==> config.mk <==
export PLATFORM = sky130hd
export DESIGN_NAME = cyclic_linear_tween
export DESIGN_NICKNAME = d
export VERILOG_FILES = /design/src/rtl/cltw_pkg.sv /design/src/rtl/cltw_cfg.sv /design/src/rtl/cltw_div.sv /design/src/rtl/cyclic_linear_tween.sv
export SDC_FILE = /design/constraint.sdc
export NUM_CORES = 2
export LEC_CHECK = 0
export CAP_MARGIN = 20
export CORE_MARGIN = 1
export CORE_UTILIZATION = 34
export CTS_BUF_LIST = sky130_fd_sc_hd__clkbuf_8
export DETAILED_ROUTE_END_ITERATION = 12
export DONT_BUFFER_PORTS = 1
export PLACE_DENSITY = 0.53
export SLEW_MARGIN = 20
export SYNTH_ARGS = -nofsm -noshare
export SYNTH_HDL_FRONTEND = slang
export SYNTH_SLANG_ARGS = --single-unit
==> constraint.sdc <==
create_clock -name clk -period 15.8 [get_ports clk]
set_input_delay 2.37 -clock clk [delete_from_list [all_inputs] [get_ports clk]]
set_output_delay 2.37 -clock clk [all_outputs]
set_load 0.02 [all_outputs]
==> src/rtl/cltw_pkg.sv <==
// shared types and constants for the cyclic linear tween block
`timescale 1ns / 1ps

package cltw_pkg;

  // operation codes of an input beat
  localparam logic [1:0] OP_TICK = 2'd0;
  localparam logic [1:0] OP_SET  = 2'd1;
  localparam logic [1:0] OP_JUMP = 2'd2;

  // configuration register indexes
  localparam int CFG_INDEX_W = 3;
  localparam logic [CFG_INDEX_W-1:0] CFG_STEP_TOTAL     = 3'd0;
  localparam logic [CFG_INDEX_W-1:0] CFG_SNAP_TOLERANCE = 3'd1;
  localparam logic [CFG_INDEX_W-1:0] CFG_CYCLIC_MODE    = 3'd2;
  localparam logic [CFG_INDEX_W-1:0] CFG_FORWARD_DIR    = 3'd3;
  localparam logic [CFG_INDEX_W-1:0] CFG_RANGE_LOW      = 3'd4;
  localparam logic [CFG_INDEX_W-1:0] CFG_RANGE_HIGH     = 3'd5;

  localparam int TOL_WIDTH = 30;

  // reset values of the configuration registers
  localparam int STEP_TOTAL_RESET = 16;
  localparam int RANGE_HIGH_RESET = 23592960;

  typedef struct packed {
    logic cyclic;
    logic forward;
  } cfg_mode_t;

  typedef struct packed {
    logic busy;
    logic done;
  } div_stat_t;

endpackage

==> src/rtl/cltw_cfg.sv <==
// configuration register file of the cyclic linear tween block
`timescale 1ns / 1ps

module cltw_cfg #(
  parameter int VALUE_WIDTH = 32,
  parameter int COUNT_WIDTH = 16
) (
  input  logic                                                 clk,
  input  logic                                                 rst,
  input  logic                                                 wr_en,
  input  logic [cltw_pkg::CFG_INDEX_W-1:0]                     wr_index,
  input  logic [((VALUE_WIDTH > 30) ? VALUE_WIDTH : 30)-1:0]   wr_data,
  output logic [COUNT_WIDTH-1:0]                               step_total,
  output logic [cltw_pkg::TOL_WIDTH-1:0]                       snap_tolerance,
  output cltw_pkg::cfg_mode_t                                  mode,
  output logic signed [VALUE_WIDTH-1:0]                        range_low,
  output logic signed [VALUE_WIDTH-1:0]                        range_high
);

  always_ff @(posedge clk) begin
    if (rst) begin
      step_total     <= COUNT_WIDTH'(cltw_pkg::STEP_TOTAL_RESET);
      snap_tolerance <= '0;
      mode.cyclic    <= 1'b0;
      mode.forward   <= 1'b1;
      range_low      <= '0;
      range_high     <= VALUE_WIDTH'(cltw_pkg::RANGE_HIGH_RESET);
    end else if (wr_en) begin
      case (wr_index)
        cltw_pkg::CFG_STEP_TOTAL:     step_total     <= wr_data[COUNT_WIDTH-1:0];
        cltw_pkg::CFG_SNAP_TOLERANCE: snap_tolerance <= wr_data[cltw_pkg::TOL_WIDTH-1:0];
        cltw_pkg::CFG_CYCLIC_MODE:    mode.cyclic    <= wr_data[0];
        cltw_pkg::CFG_FORWARD_DIR:    mode.forward   <= wr_data[0];
        cltw_pkg::CFG_RANGE_LOW:      range_low      <= wr_data[VALUE_WIDTH-1:0];
        cltw_pkg::CFG_RANGE_HIGH:     range_high     <= wr_data[VALUE_WIDTH-1:0];
        default: begin
        end
      endcase
    end
  end

endmodule

==> src/rtl/cltw_div.sv <==
// iterative restoring divider, one quotient bit per cycle
`timescale 1ns / 1ps

module cltw_div #(
  parameter int VALUE_WIDTH = 32,
  parameter int COUNT_WIDTH = 16
) (
  input  logic                                   clk,
  input  logic                                   rst,
  input  logic                                   start,
  input  logic [VALUE_WIDTH+COUNT_WIDTH:0]       dividend,
  input  logic [COUNT_WIDTH-1:0]                 divisor,
  output logic [VALUE_WIDTH:0]                   quotient,
  output cltw_pkg::div_stat_t                    stat
);

  localparam int NQ  = VALUE_WIDTH + 1;
  localparam int ITW = $clog2(NQ + 1);

  logic [COUNT_WIDTH-1:0] rem;
  logic [COUNT_WIDTH-1:0] dvs;
  logic [NQ-1:0]          qs;
  logic [ITW-1:0]         cnt;
  logic [COUNT_WIDTH:0]   trial;
  logic [COUNT_WIDTH:0]   trial_sub;
  logic                   ge;

  // the quotient never exceeds NQ bits, so the top bits seed the remainder
  always_comb begin
    trial     = {rem, qs[NQ-1]};
    ge        = trial >= {1'b0, dvs};
    trial_sub = trial - {1'b0, dvs};
  end

  always_ff @(posedge clk) begin
    if (rst) begin
      stat.busy <= 1'b0;
      stat.done <= 1'b0;
      cnt       <= '0;
    end else begin
      stat.done <= !start && stat.busy && (cnt == ITW'(NQ - 1));
      if (start) begin
        stat.busy <= 1'b1;
        cnt       <= '0;
        rem       <= dividend[VALUE_WIDTH+COUNT_WIDTH:NQ];
        qs        <= dividend[NQ-1:0];
        dvs       <= divisor;
      end else if (stat.busy) begin
        rem <= ge ? trial_sub[COUNT_WIDTH-1:0] : trial[COUNT_WIDTH-1:0];
        qs  <= {qs[NQ-2:0], ge};
        cnt <= cnt + 1'b1;
        if (cnt == ITW'(NQ - 1)) begin
          stat.busy <= 1'b0;
        end
      end
    end
  end

  assign quotient = qs;

endmodule

==> src/rtl/cyclic_linear_tween.sv <==
// cyclic linear tween: a ramping tick steps through prep, diff, mul and div, then sat, with
// wrap_hi and wrap_lo before sat when the value wraps into the range; the longest step is
// the divider loop of VALUE_WIDTH + 1 steps; its result is loaded in the output state
// set, jump and ticks of a finished ramp go from accept straight to the output state
// one item is in work at a time; the next is taken the cycle after the result is loaded
// synchronous reset clears the values to zero and marks the ramp done; config registers reset
`timescale 1ns / 1ps

module cyclic_linear_tween #(
  parameter int VALUE_WIDTH = 32,
  parameter int COUNT_WIDTH = 16
) (
  input  logic                                               clk,
  input  logic                                               rst,
  input  logic                                               in_valid,
  output logic                                               in_ready,
  input  logic [1:0]                                         operation,
  input  logic signed [VALUE_WIDTH-1:0]                      new_value,
  output logic                                               out_valid,
  input  logic                                               out_ready,
  output logic signed [VALUE_WIDTH-1:0]                      current_value,
  output logic                                               ramp_done,
  input  logic                                               cfg_valid,
  output logic                                               cfg_ready,
  input  logic [cltw_pkg::CFG_INDEX_W-1:0]                   cfg_index,
  input  logic [((VALUE_WIDTH > 30) ? VALUE_WIDTH : 30)-1:0] cfg_data
);

  localparam int W   = VALUE_WIDTH;
  localparam int VW  = VALUE_WIDTH + 3;
  localparam int DVW = VALUE_WIDTH + COUNT_WIDTH + 1;
  localparam int EW  = (W + 1 > cltw_pkg::TOL_WIDTH + 1) ? W + 1 : cltw_pkg::TOL_WIDTH + 1;

  localparam logic signed [W-1:0] VMAX = {1'b0, {(W-1){1'b1}}};
  localparam logic signed [W-1:0] VMIN = {1'b1, {(W-1){1'b0}}};

  typedef enum logic [3:0] {
    ST_IDLE, ST_PREP, ST_DIFF, ST_MUL, ST_DIV, ST_WRAP_HI, ST_WRAP_LO, ST_SAT, ST_OUT
  } state_t;

  function automatic logic signed [W-1:0] sat_w(input logic signed [VW-1:0] v);
    logic signed [W-1:0] r;
    if (v > VW'(VMAX)) r = VMAX;
    else if (v < VW'(VMIN)) r = VMIN;
    else r = v[W-1:0];
    return r;
  endfunction

  logic [COUNT_WIDTH-1:0]           step_total;
  logic [cltw_pkg::TOL_WIDTH-1:0]   snap_tolerance;
  cltw_pkg::cfg_mode_t              mode;
  logic signed [W-1:0]              range_low;
  logic signed [W-1:0]              range_high;

  state_t                  state;
  logic signed [W-1:0]     target_value;
  logic signed [W-1:0]     start_value;
  logic signed [W-1:0]     present_value;
  logic [COUNT_WIDTH-1:0]  step_count;
  logic signed [W-1:0]     eff;
  logic                    wrap;
  logic                    neg;
  logic [W:0]              mag;
  logic [COUNT_WIDTH-1:0]  k;
  logic [DVW-1:0]          prod;
  logic signed [VW-1:0]    vwork;
  logic                    div_start;

  logic [W:0]              quotient;
  cltw_pkg::div_stat_t     div_stat;

  logic                    is_done;
  logic signed [VW-1:0]    span_w;
  logic                    direct;
  logic signed [VW-1:0]    eff_w;
  logic signed [W:0]       diff_w;
  logic signed [W:0]       d_snap;
  logic [W:0]              dmag;
  logic                    near;
  logic                    snap;
  logic signed [VW-1:0]    q_ext;
  logic signed [VW-1:0]    v_ramp;

  cltw_cfg #(
    .VALUE_WIDTH(VALUE_WIDTH),
    .COUNT_WIDTH(COUNT_WIDTH)
  ) u_cfg (
    .clk            (clk),
    .rst            (rst),
    .wr_en          (cfg_valid),
    .wr_index       (cfg_index),
    .wr_data        (cfg_data),
    .step_total     (step_total),
    .snap_tolerance (snap_tolerance),
    .mode           (mode),
    .range_low      (range_low),
    .range_high     (range_high)
  );

  cltw_div #(
    .VALUE_WIDTH(VALUE_WIDTH),
    .COUNT_WIDTH(COUNT_WIDTH)
  ) u_div (
    .clk      (clk),
    .rst      (rst),
    .start    (div_start),
    .dividend (prod),
    .divisor  (step_total),
    .quotient (quotient),
    .stat     (div_stat)
  );

  assign cfg_ready = 1'b1;
  assign in_ready  = (state == ST_IDLE);

  always_comb begin
    is_done = step_count >= step_total;
    span_w  = VW'(range_high) - VW'(range_low);
    direct  = mode.forward ? (start_value < target_value) : (start_value > target_value);
    eff_w   = mode.forward ? VW'(target_value) + span_w : VW'(target_value) - span_w;
    diff_w  = (W+1)'(eff) - (W+1)'(start_value);
    d_snap  = (W+1)'(present_value) - (W+1)'(new_value);
    dmag    = d_snap[W] ? -d_snap : d_snap;
    near    = EW'(dmag) < EW'({snap_tolerance, 1'b0});
    // in cyclic mode only a target behind the current one may snap
    if (!mode.cyclic) snap = near;
    else if (mode.forward) snap = (new_value < target_value) && near;
    else snap = (new_value > target_value) && near;
    q_ext   = {{(VW-W-1){1'b0}}, quotient};
    v_ramp  = neg ? VW'(start_value) - q_ext : VW'(start_value) + q_ext;
  end

  always_ff @(posedge clk) begin
    if (rst) begin
      state         <= ST_IDLE;
      target_value  <= '0;
      start_value   <= '0;
      present_value <= '0;
      step_count    <= COUNT_WIDTH'(cltw_pkg::STEP_TOTAL_RESET);
      div_start     <= 1'b0;
      out_valid     <= 1'b0;
    end else begin
      div_start <= (state == ST_MUL);
      if (out_valid && out_ready && state != ST_OUT) out_valid <= 1'b0;
      case (state)
        ST_IDLE: begin
          if (in_valid) begin
            case (operation)
              cltw_pkg::OP_TICK: begin
                if (is_done) begin
                  present_value <= target_value;
                  state         <= ST_OUT;
                end else begin
                  state <= ST_PREP;
                end
              end
              cltw_pkg::OP_SET: begin
                if (snap) begin
                  start_value   <= new_value;
                  present_value <= new_value;
                  target_value  <= new_value;
                  step_count    <= step_total;
                end else begin
                  start_value  <= present_value;
                  target_value <= new_value;
                  step_count   <= '0;
                end
                state <= ST_OUT;
              end
              cltw_pkg::OP_JUMP: begin
                start_value   <= new_value;
                present_value <= new_value;
                target_value  <= new_value;
                step_count    <= step_total;
                state         <= ST_OUT;
              end
              default: begin
                state <= ST_OUT;
              end
            endcase
          end
        end
        ST_PREP: begin
          // going the long way round aims one span past the target
          wrap <= mode.cyclic && !direct;
          eff  <= (mode.cyclic && !direct) ? sat_w(eff_w) : target_value;
          state <= ST_DIFF;
        end
        ST_DIFF: begin
          neg   <= diff_w[W];
          mag   <= diff_w[W] ? -diff_w : diff_w;
          k     <= step_count + 1'b1;
          state <= ST_MUL;
        end
        ST_MUL: begin
          prod      <= mag * k;
          state     <= ST_DIV;
        end
        ST_DIV: begin
          if (div_stat.done) begin
            vwork <= v_ramp;
            state <= wrap ? ST_WRAP_HI : ST_SAT;
          end
        end
        ST_WRAP_HI: begin
          if (vwork > VW'(range_high)) vwork <= vwork - span_w;
          state <= ST_WRAP_LO;
        end
        ST_WRAP_LO: begin
          if (vwork < VW'(range_low)) vwork <= vwork + span_w;
          state <= ST_SAT;
        end
        ST_SAT: begin
          present_value <= sat_w(vwork);
          step_count    <= step_count + 1'b1;
          state         <= ST_OUT;
        end
        ST_OUT: begin
          if (!out_valid || out_ready) begin
            current_value <= present_value;
            ramp_done     <= is_done;
            out_valid     <= 1'b1;
            state         <= ST_IDLE;
          end
        end
        default: begin
          state <= ST_IDLE;
        end
      endcase
    end
  end

  a_div_done_in_div: assert property (@(posedge clk) disable iff (rst)
    div_stat.done |-> state == ST_DIV)
    else $error("divider finished outside the divide step");

  a_div_start_idle: assert property (@(posedge clk) disable iff (rst)
    div_start |-> (state == ST_DIV) && !div_stat.busy)
    else $error("divider started while busy or out of sequence");

  a_busy_after_accept: assert property (@(posedge clk) disable iff (rst)
    (in_valid && in_ready) |=> !in_ready)
    else $error("second beat taken while an item is in work");

  a_result_loaded: assert property (@(posedge clk) disable iff (rst)
    (state == ST_OUT && (!out_valid || out_ready)) |=> out_valid && in_ready)
    else $error("result not presented when the output register was free");

endmodule
* Word level (Yosys, flattened, before mapping)
Cells that the tools add are included.
** Storage, ports and cells
- Input bits :: 74
- Word-level logic and storage cells :: 165
- Register bits after elaboration :: 503
- Output and inout port bits :: 36
** Cells by class
- Reduce and logical (&&, ||, !) cells :: 38
- Magnitude comparators :: 13
- Mux-type cells :: 44
- Eq/ne operators :: 25
- Bitwise operators :: 1
- $mul :: 1
- $add $sub $neg :: 14
** Operators by type and width (count)
- 32-bit two-way mux :: 9
- 35-bit two-way mux :: 5
- 32-bit one-hot mux with 2 select lines :: 2
- 35-bit one-hot mux with 3 select lines :: 1
- 33-bit two-way mux :: 3
- 32-bit by 32-bit subtractor with 33-bit output :: 3
- 32-bit one-hot mux with 3 select lines :: 1
- 16-bit two-way mux :: 5
- 35-bit by 32-bit > comparator with 1-bit output (second input constant) :: 2
- 35-bit by 32-bit less-than comparator with 1-bit output (second input constant) :: 2
- 33-bit negation :: 2
- 32-bit > comparator :: 2
- 32-bit less-than comparator :: 2
- 16-bit one-hot mux with 2 select lines :: 2
- 33-bit by 16-bit multiplier with 49-bit output :: 1
- 4-bit one-hot mux with 9 select lines :: 1
- 32-bit by 34-bit adder with 35-bit output :: 1
- 35-bit by 33-bit adder with 35-bit output :: 1
- 35-bit by 32-bit > comparator with 1-bit output :: 1
- 35-bit by 32-bit less-than comparator with 1-bit output :: 1
- 32-bit by 34-bit subtractor with 35-bit output :: 1
- 35-bit by 33-bit subtractor with 35-bit output :: 1
- 32-bit by 33-bit adder with 34-bit output :: 1
- 32-bit by 33-bit subtractor with 34-bit output :: 1
- 39 further kinds :: 85

* Depth between registers and ports, before layout
- Depth in word-level cells :: 11
- Mapped depth :: 30
- Mapped depth without buffers :: 28

* Cells and area by module
Synthesis repeated with hierarchy kept, for this count alone.
** Unflattened totals
- Cells, all modules :: 6600
- Area total of the unflattened synthesis :: 57335.0 um^2
** By module, submodules not included
- cyclic_linear_tween :: times used 1, area an instance 48694.2 um^2, seq. area each 8368.0 um^2, cells each 5839
- cltw_cfg :: times used 1, area an instance 4545.6 um^2, seq. area each 2242.2 um^2, cells each 415
- cltw_div :: times used 1, area an instance 4095.2 um^2, seq. area each 2112.0 um^2, cells each 346

* Least setup slack after synthesis
OpenSTA, ideal clock, no wires.
- Path kind :: input-to-reg
- Start point :: input new_value[1]
- End point :: register start_value[10]
- Required time :: 15.658 ns
- Arrival :: 8.334 ns
- Setup slack :: 7.324 ns
- Stages on the path :: 25
- Buffers on the path :: 2
- Setup time :: 0.142 ns
- Path through :: inv_1 ha_1 nor2b_1 o31a_1 o41a_4 or3_4 a2111oi_4 nand3_2 or4_4 or4_4 o41ai_1 xnor2_1 ha_1 a21o_1 a21oi_1 nor2b_1 o21ai_0 o211ai_1 a221o_1 or4b_2 o221a_2 buf_2 clkbuf_1 nand2_1 a311oi_1
** Between the ends
- Longest elaborated chain between the ends :: 9
- Elaborated cells on any way between the ends :: 12
- Those cells by class :: add/sub (2); order compare (3); mux (5); reduce/logical (2)
** RTL lines
- from (decl) :: line cyclic_linear_tween.sv:18 : input logic signed [VALUE_WIDTH-1:0] new_value,
- 32-bit by 32-bit subtractor with 33-bit output :: line cyclic_linear_tween.sv:122 : d_snap = (W+1)'(present_value) - (W+1)'(new_value);
- 33-bit negation :: line cyclic_linear_tween.sv:123 : dmag = d_snap[W] ? -d_snap : d_snap;
- 33-bit two-way mux :: line cyclic_linear_tween.sv:123
- 33-bit by 31-bit less-than comparator with 1-bit output :: line cyclic_linear_tween.sv:124 : near = EW'(dmag) < EW'({snap_tolerance, 1'b0});
- 1-bit logical AND (on tied branches) :: line cyclic_linear_tween.sv:128, cyclic_linear_tween.sv:127
- 1-bit two-way mux :: line cyclic_linear_tween.sv:127 : else if (mode.forward) snap = (new_value < target_value) && near;
- 1-bit two-way mux * :: line cyclic_linear_tween.sv:126 : if (!mode.cyclic) snap = near;
- 32-bit two-way mux *
- 32-bit one-hot mux with 2 select lines * :: line cyclic_linear_tween.sv:148 : case (operation)
- to (signal assigned) :: line cyclic_linear_tween.sv:159 : start_value <= new_value;
- to (signal assigned) :: line cyclic_linear_tween.sv:164 : start_value <= present_value;
- to (signal assigned) :: line cyclic_linear_tween.sv:171 : start_value <= new_value;
- to (decl) :: line cyclic_linear_tween.sv:57 : logic signed [W-1:0] start_value;
Mark *: on every way between the ends. The rest lies on a longest branch, timed or not.
A chain may end at the register's enable or synchronous reset.

* Final worst setup path
- Start point :: input new_value[0]
- End point :: register start_value[20]
The elaborated chain is that of the path after synthesis.

==> key figures <==
Timing
  • Layout Skew: 0.0837 ns
  • Max transition margin: 31.6%
  • Setup TNS: 0 ns
  • Final setup vio count: 0
  • Worst Tran Pin Value: 1.03 ns
  • Crit path time final: 9.57 ns
  • Final period util: 60.5%
  • Worst setup margin: 6.23 ns
  • Achievable Freq: 0.105 GHz
  • RSZ-0062 raised after global routing: false
  • Hold_ws: 0.454 ns
  • Max-slew violations: 0
  • Final hold vios: 0

Placed design
  • Placed insts: 8447
  • Place WS: 5.62 ns
  • PortBufs: 0
  • DP HPWL: 145 mm
  • RePlAce Congestion: 0.935

Drt
  • Wire length per cell: 21.4 um
  • TritonRoute pass-1 iters: 6
  • Routed Antenna Nets: 0
  • Detailed Route Iter0 Violations: 3741
  • Routed wire length: 185 mm
  • Via count: 46200
  • Vias per cell: 5.35
  • Drc violations: 0

Critical path
  • Kind of critical path: input pin to flip-flop
  • Data required, critical path: 16.47 ns
  • WP data arrival: 10.23 ns
  • Slowest cell delay on critical path: 0.66 ns
  • Critical path's slowest cell: or4_1
  • CP Max Fanout: 22
  • Worst setup EP type: flip-flop
  • Worst Setup Start Kind: input pin
  • Internal reg-to-reg setup slack: 6.80 ns

Clock tree
  • Clock transition at path regs: 0.06 ns
  • CTS tree: yes
  • CTS Buffer Depth: 3
  • Clk_lat worst skew: 0.82 ns
  • Post CTS Setup Buffer Count: 0
  • H-Tree Depth: 3
  • Cts bufs inserted: 95
  • Resize count post-CTS: 0
  • Clock Sinks: 503
  • Hold-fix buffers, CTS: 0
  • CTS Root Cell: clkbuf_8

Pwr
  • Pwr dens: 77.4 nW/um^2
  • Leak: 25.0 nW
  • Peak VDD IR: 0.0637 mV

Status
  • Status: finished clean

Floorplanning
  • I/O pin cnt: 110
  • Num rows: 147
  • Chip width: 405 um
  • Initial core utilization: 34.3%
  • Die ar.: 164000 um^2
  • Die height: 405 um
  • Core footprint: 161000 um^2

Synthesis
  • Mapped cell area: 55100 um^2
  • #FFs+latches synth: 503
  • Post-Syn Nets: 7546
  • Cells after Synth: 6510
  • Seq/Total Area, Yosys: 23.1%
  • Syn Area/Cell: 8.47 um^2
  • Count of warnings emitted by yosys: 0
  • Distinct cells, synth: 99
  • Number of flops mapped to enable cells by yosys: 265
  • Fraction of registers with async set/reset: 0%
  • Most used DFF post-synth: edfxtp_1

Layout
  • Layout area overhead: 7.48%
  • Final Util: 36.9%
  • Nets: 7421
  • Fin cells: 8638
  • Layout cell share with drive strength beyond 1: 5.38%

Global routing
  • First-pass GRT wire length: 282 mm
  • Pin count of the biggest net entering global routing: 235
  • Vias in the first global route: 45200
  • Initial antenna violation count: 7
  • GRT overflow: 0
  • Gr usage total: 22.5%

Run
  • Max-Cap Viols: 0

Hold path
  • Hold Crit Class: flip-flop to flip-flop
[cell usage after synthesis, types with 38 or more instances]
cell / instances / area [um^2]
fa_1: 439 / 8790
edfxtp_1: 265 / 7960
xor2_1: 130 / 1140
nand2_1: 943 / 3540
o21ai_0: 336 / 1680
a21oi_1: 513 / 2570
nor3_1: 103 / 515
nand4_1: 60 / 375
xnor2_1: 245 / 2150
and3_1: 40 / 250
ha_1: 523 / 6540
o21a_1: 61 / 458
or3_1: 41 / 257
inv_1: 762 / 2860
nand3_1: 111 / 556
nand2b_1: 65 / 407
and2_1: 204 / 1280
a311oi_1: 38 / 333
dfxtp_1: 238 / 4760
clkbuf_1: 258 / 968
nor2b_1: 65 / 407
nor2_1: 341 / 1280
a21o_1: 161 / 1210
[per-layer routing]
layer | share of wire [%] | up-vias | track usage (%) | wire [um]
met1 | 47 | 22700 | 32.3 | 86100
met5 | 0.0070 | - | 0 | 13
met4 | 2.7 | 2 | 5.75 | 5040
met2 | 44 | 1391 | 35.1 | 81600
met3 | 6.5 | 230 | 3.23 | 12000
li1 | - | 21900 | - | -
[path summary, 6_finish.rpt]
check                                        start            endpoint  cells after the start
worst max-delay path                  new_value[0]     start_value[20]                     27
worst min-delay path            u_cfg.range_low[8]  u_cfg.range_low[8]                      2
worst max register to register                k[8]            prod[47]                     26
worst min register to register  u_cfg.range_low[8]  u_cfg.range_low[8]                      2
[where the power goes]
group          leakage [nW]  internal (mW)  switching [mW]
Sequential             4.33           1.45          0.0937
Clock                  1.12          0.709           0.645
Combinational          19.6          0.651            1.04
Total                  25.0           2.81            1.78
[state kept, by name, summed over array words and instances, names as in the netlist, 33 cells and up]
| name | count |
|---|---|
| u_div.quotient | 33 |
| vwork | 35 |
| prod | 49 |
| mag | 33 |
[cells by family after synthesis]
family / count (synthesis) / synth area share [%]
and+or+nand+nor: 2110 / 18.1
AOI/OAI and AO/OA: 1466 / 16.9
buffers and inverters: 1051 / 7.31
adders and majority gates: 962 / 27.8
DFF: 503 / 23.1
xor gates and xnor gates: 376 / 6.00
muxes: 41 / 0.810
other: 1 / 0.00680
[worst max-delay path: cells and delay by family]
kind | cells | cell delay (ns)
xor+xnor | 2 | 0.39
buf+inv | 2 | 0.49
compound gates | 12 | 3.26
fa+ha+maj | 3 | 0.89
simple gates | 8 | 2.80
[cell usage in the layout (no fill, tap or decap), types with 61 or more instances in the layout]
cell,instances
a21oi_1,513
dfxtp_1,237
nand2_1,943
xnor2_1,245
a21o_1,161
ha_1,523
nor2_1,339
clkbuf_8,103
nor2b_1,64
edfxtp_1,265
and2_1,204
xor2_1,130
inv_1,795
o21ai_0,336
o21a_1,61
fa_1,439
nand2b_1,65
nor3_1,100
buf_4,66
nand3_1,110
[stage by stage]
stage / cell area [um^2] / total power, mW
floorplan: 55100 / 2.77
global placement: 57300 / 3.21
detailed placement: 57300 / 3.22
CTS: 59200 / 4.59
global route: 59200 / 4.85
finish: 59300 / 4.59
[final cells by class]
class,instances,area [um^2]
Sequential cell,503,12700
Clock inverter,76,536
Fill cell,16800,101000
Multi-Input combinational cell,4956,38500
Timing Repair Buffer,67,510
Tap cell,2160,2700
Antenna cell,11,27.5
Clock buffer,103,1420
Inverter,762,2860
Note: power is estimated with default switching activity, not from simulation.
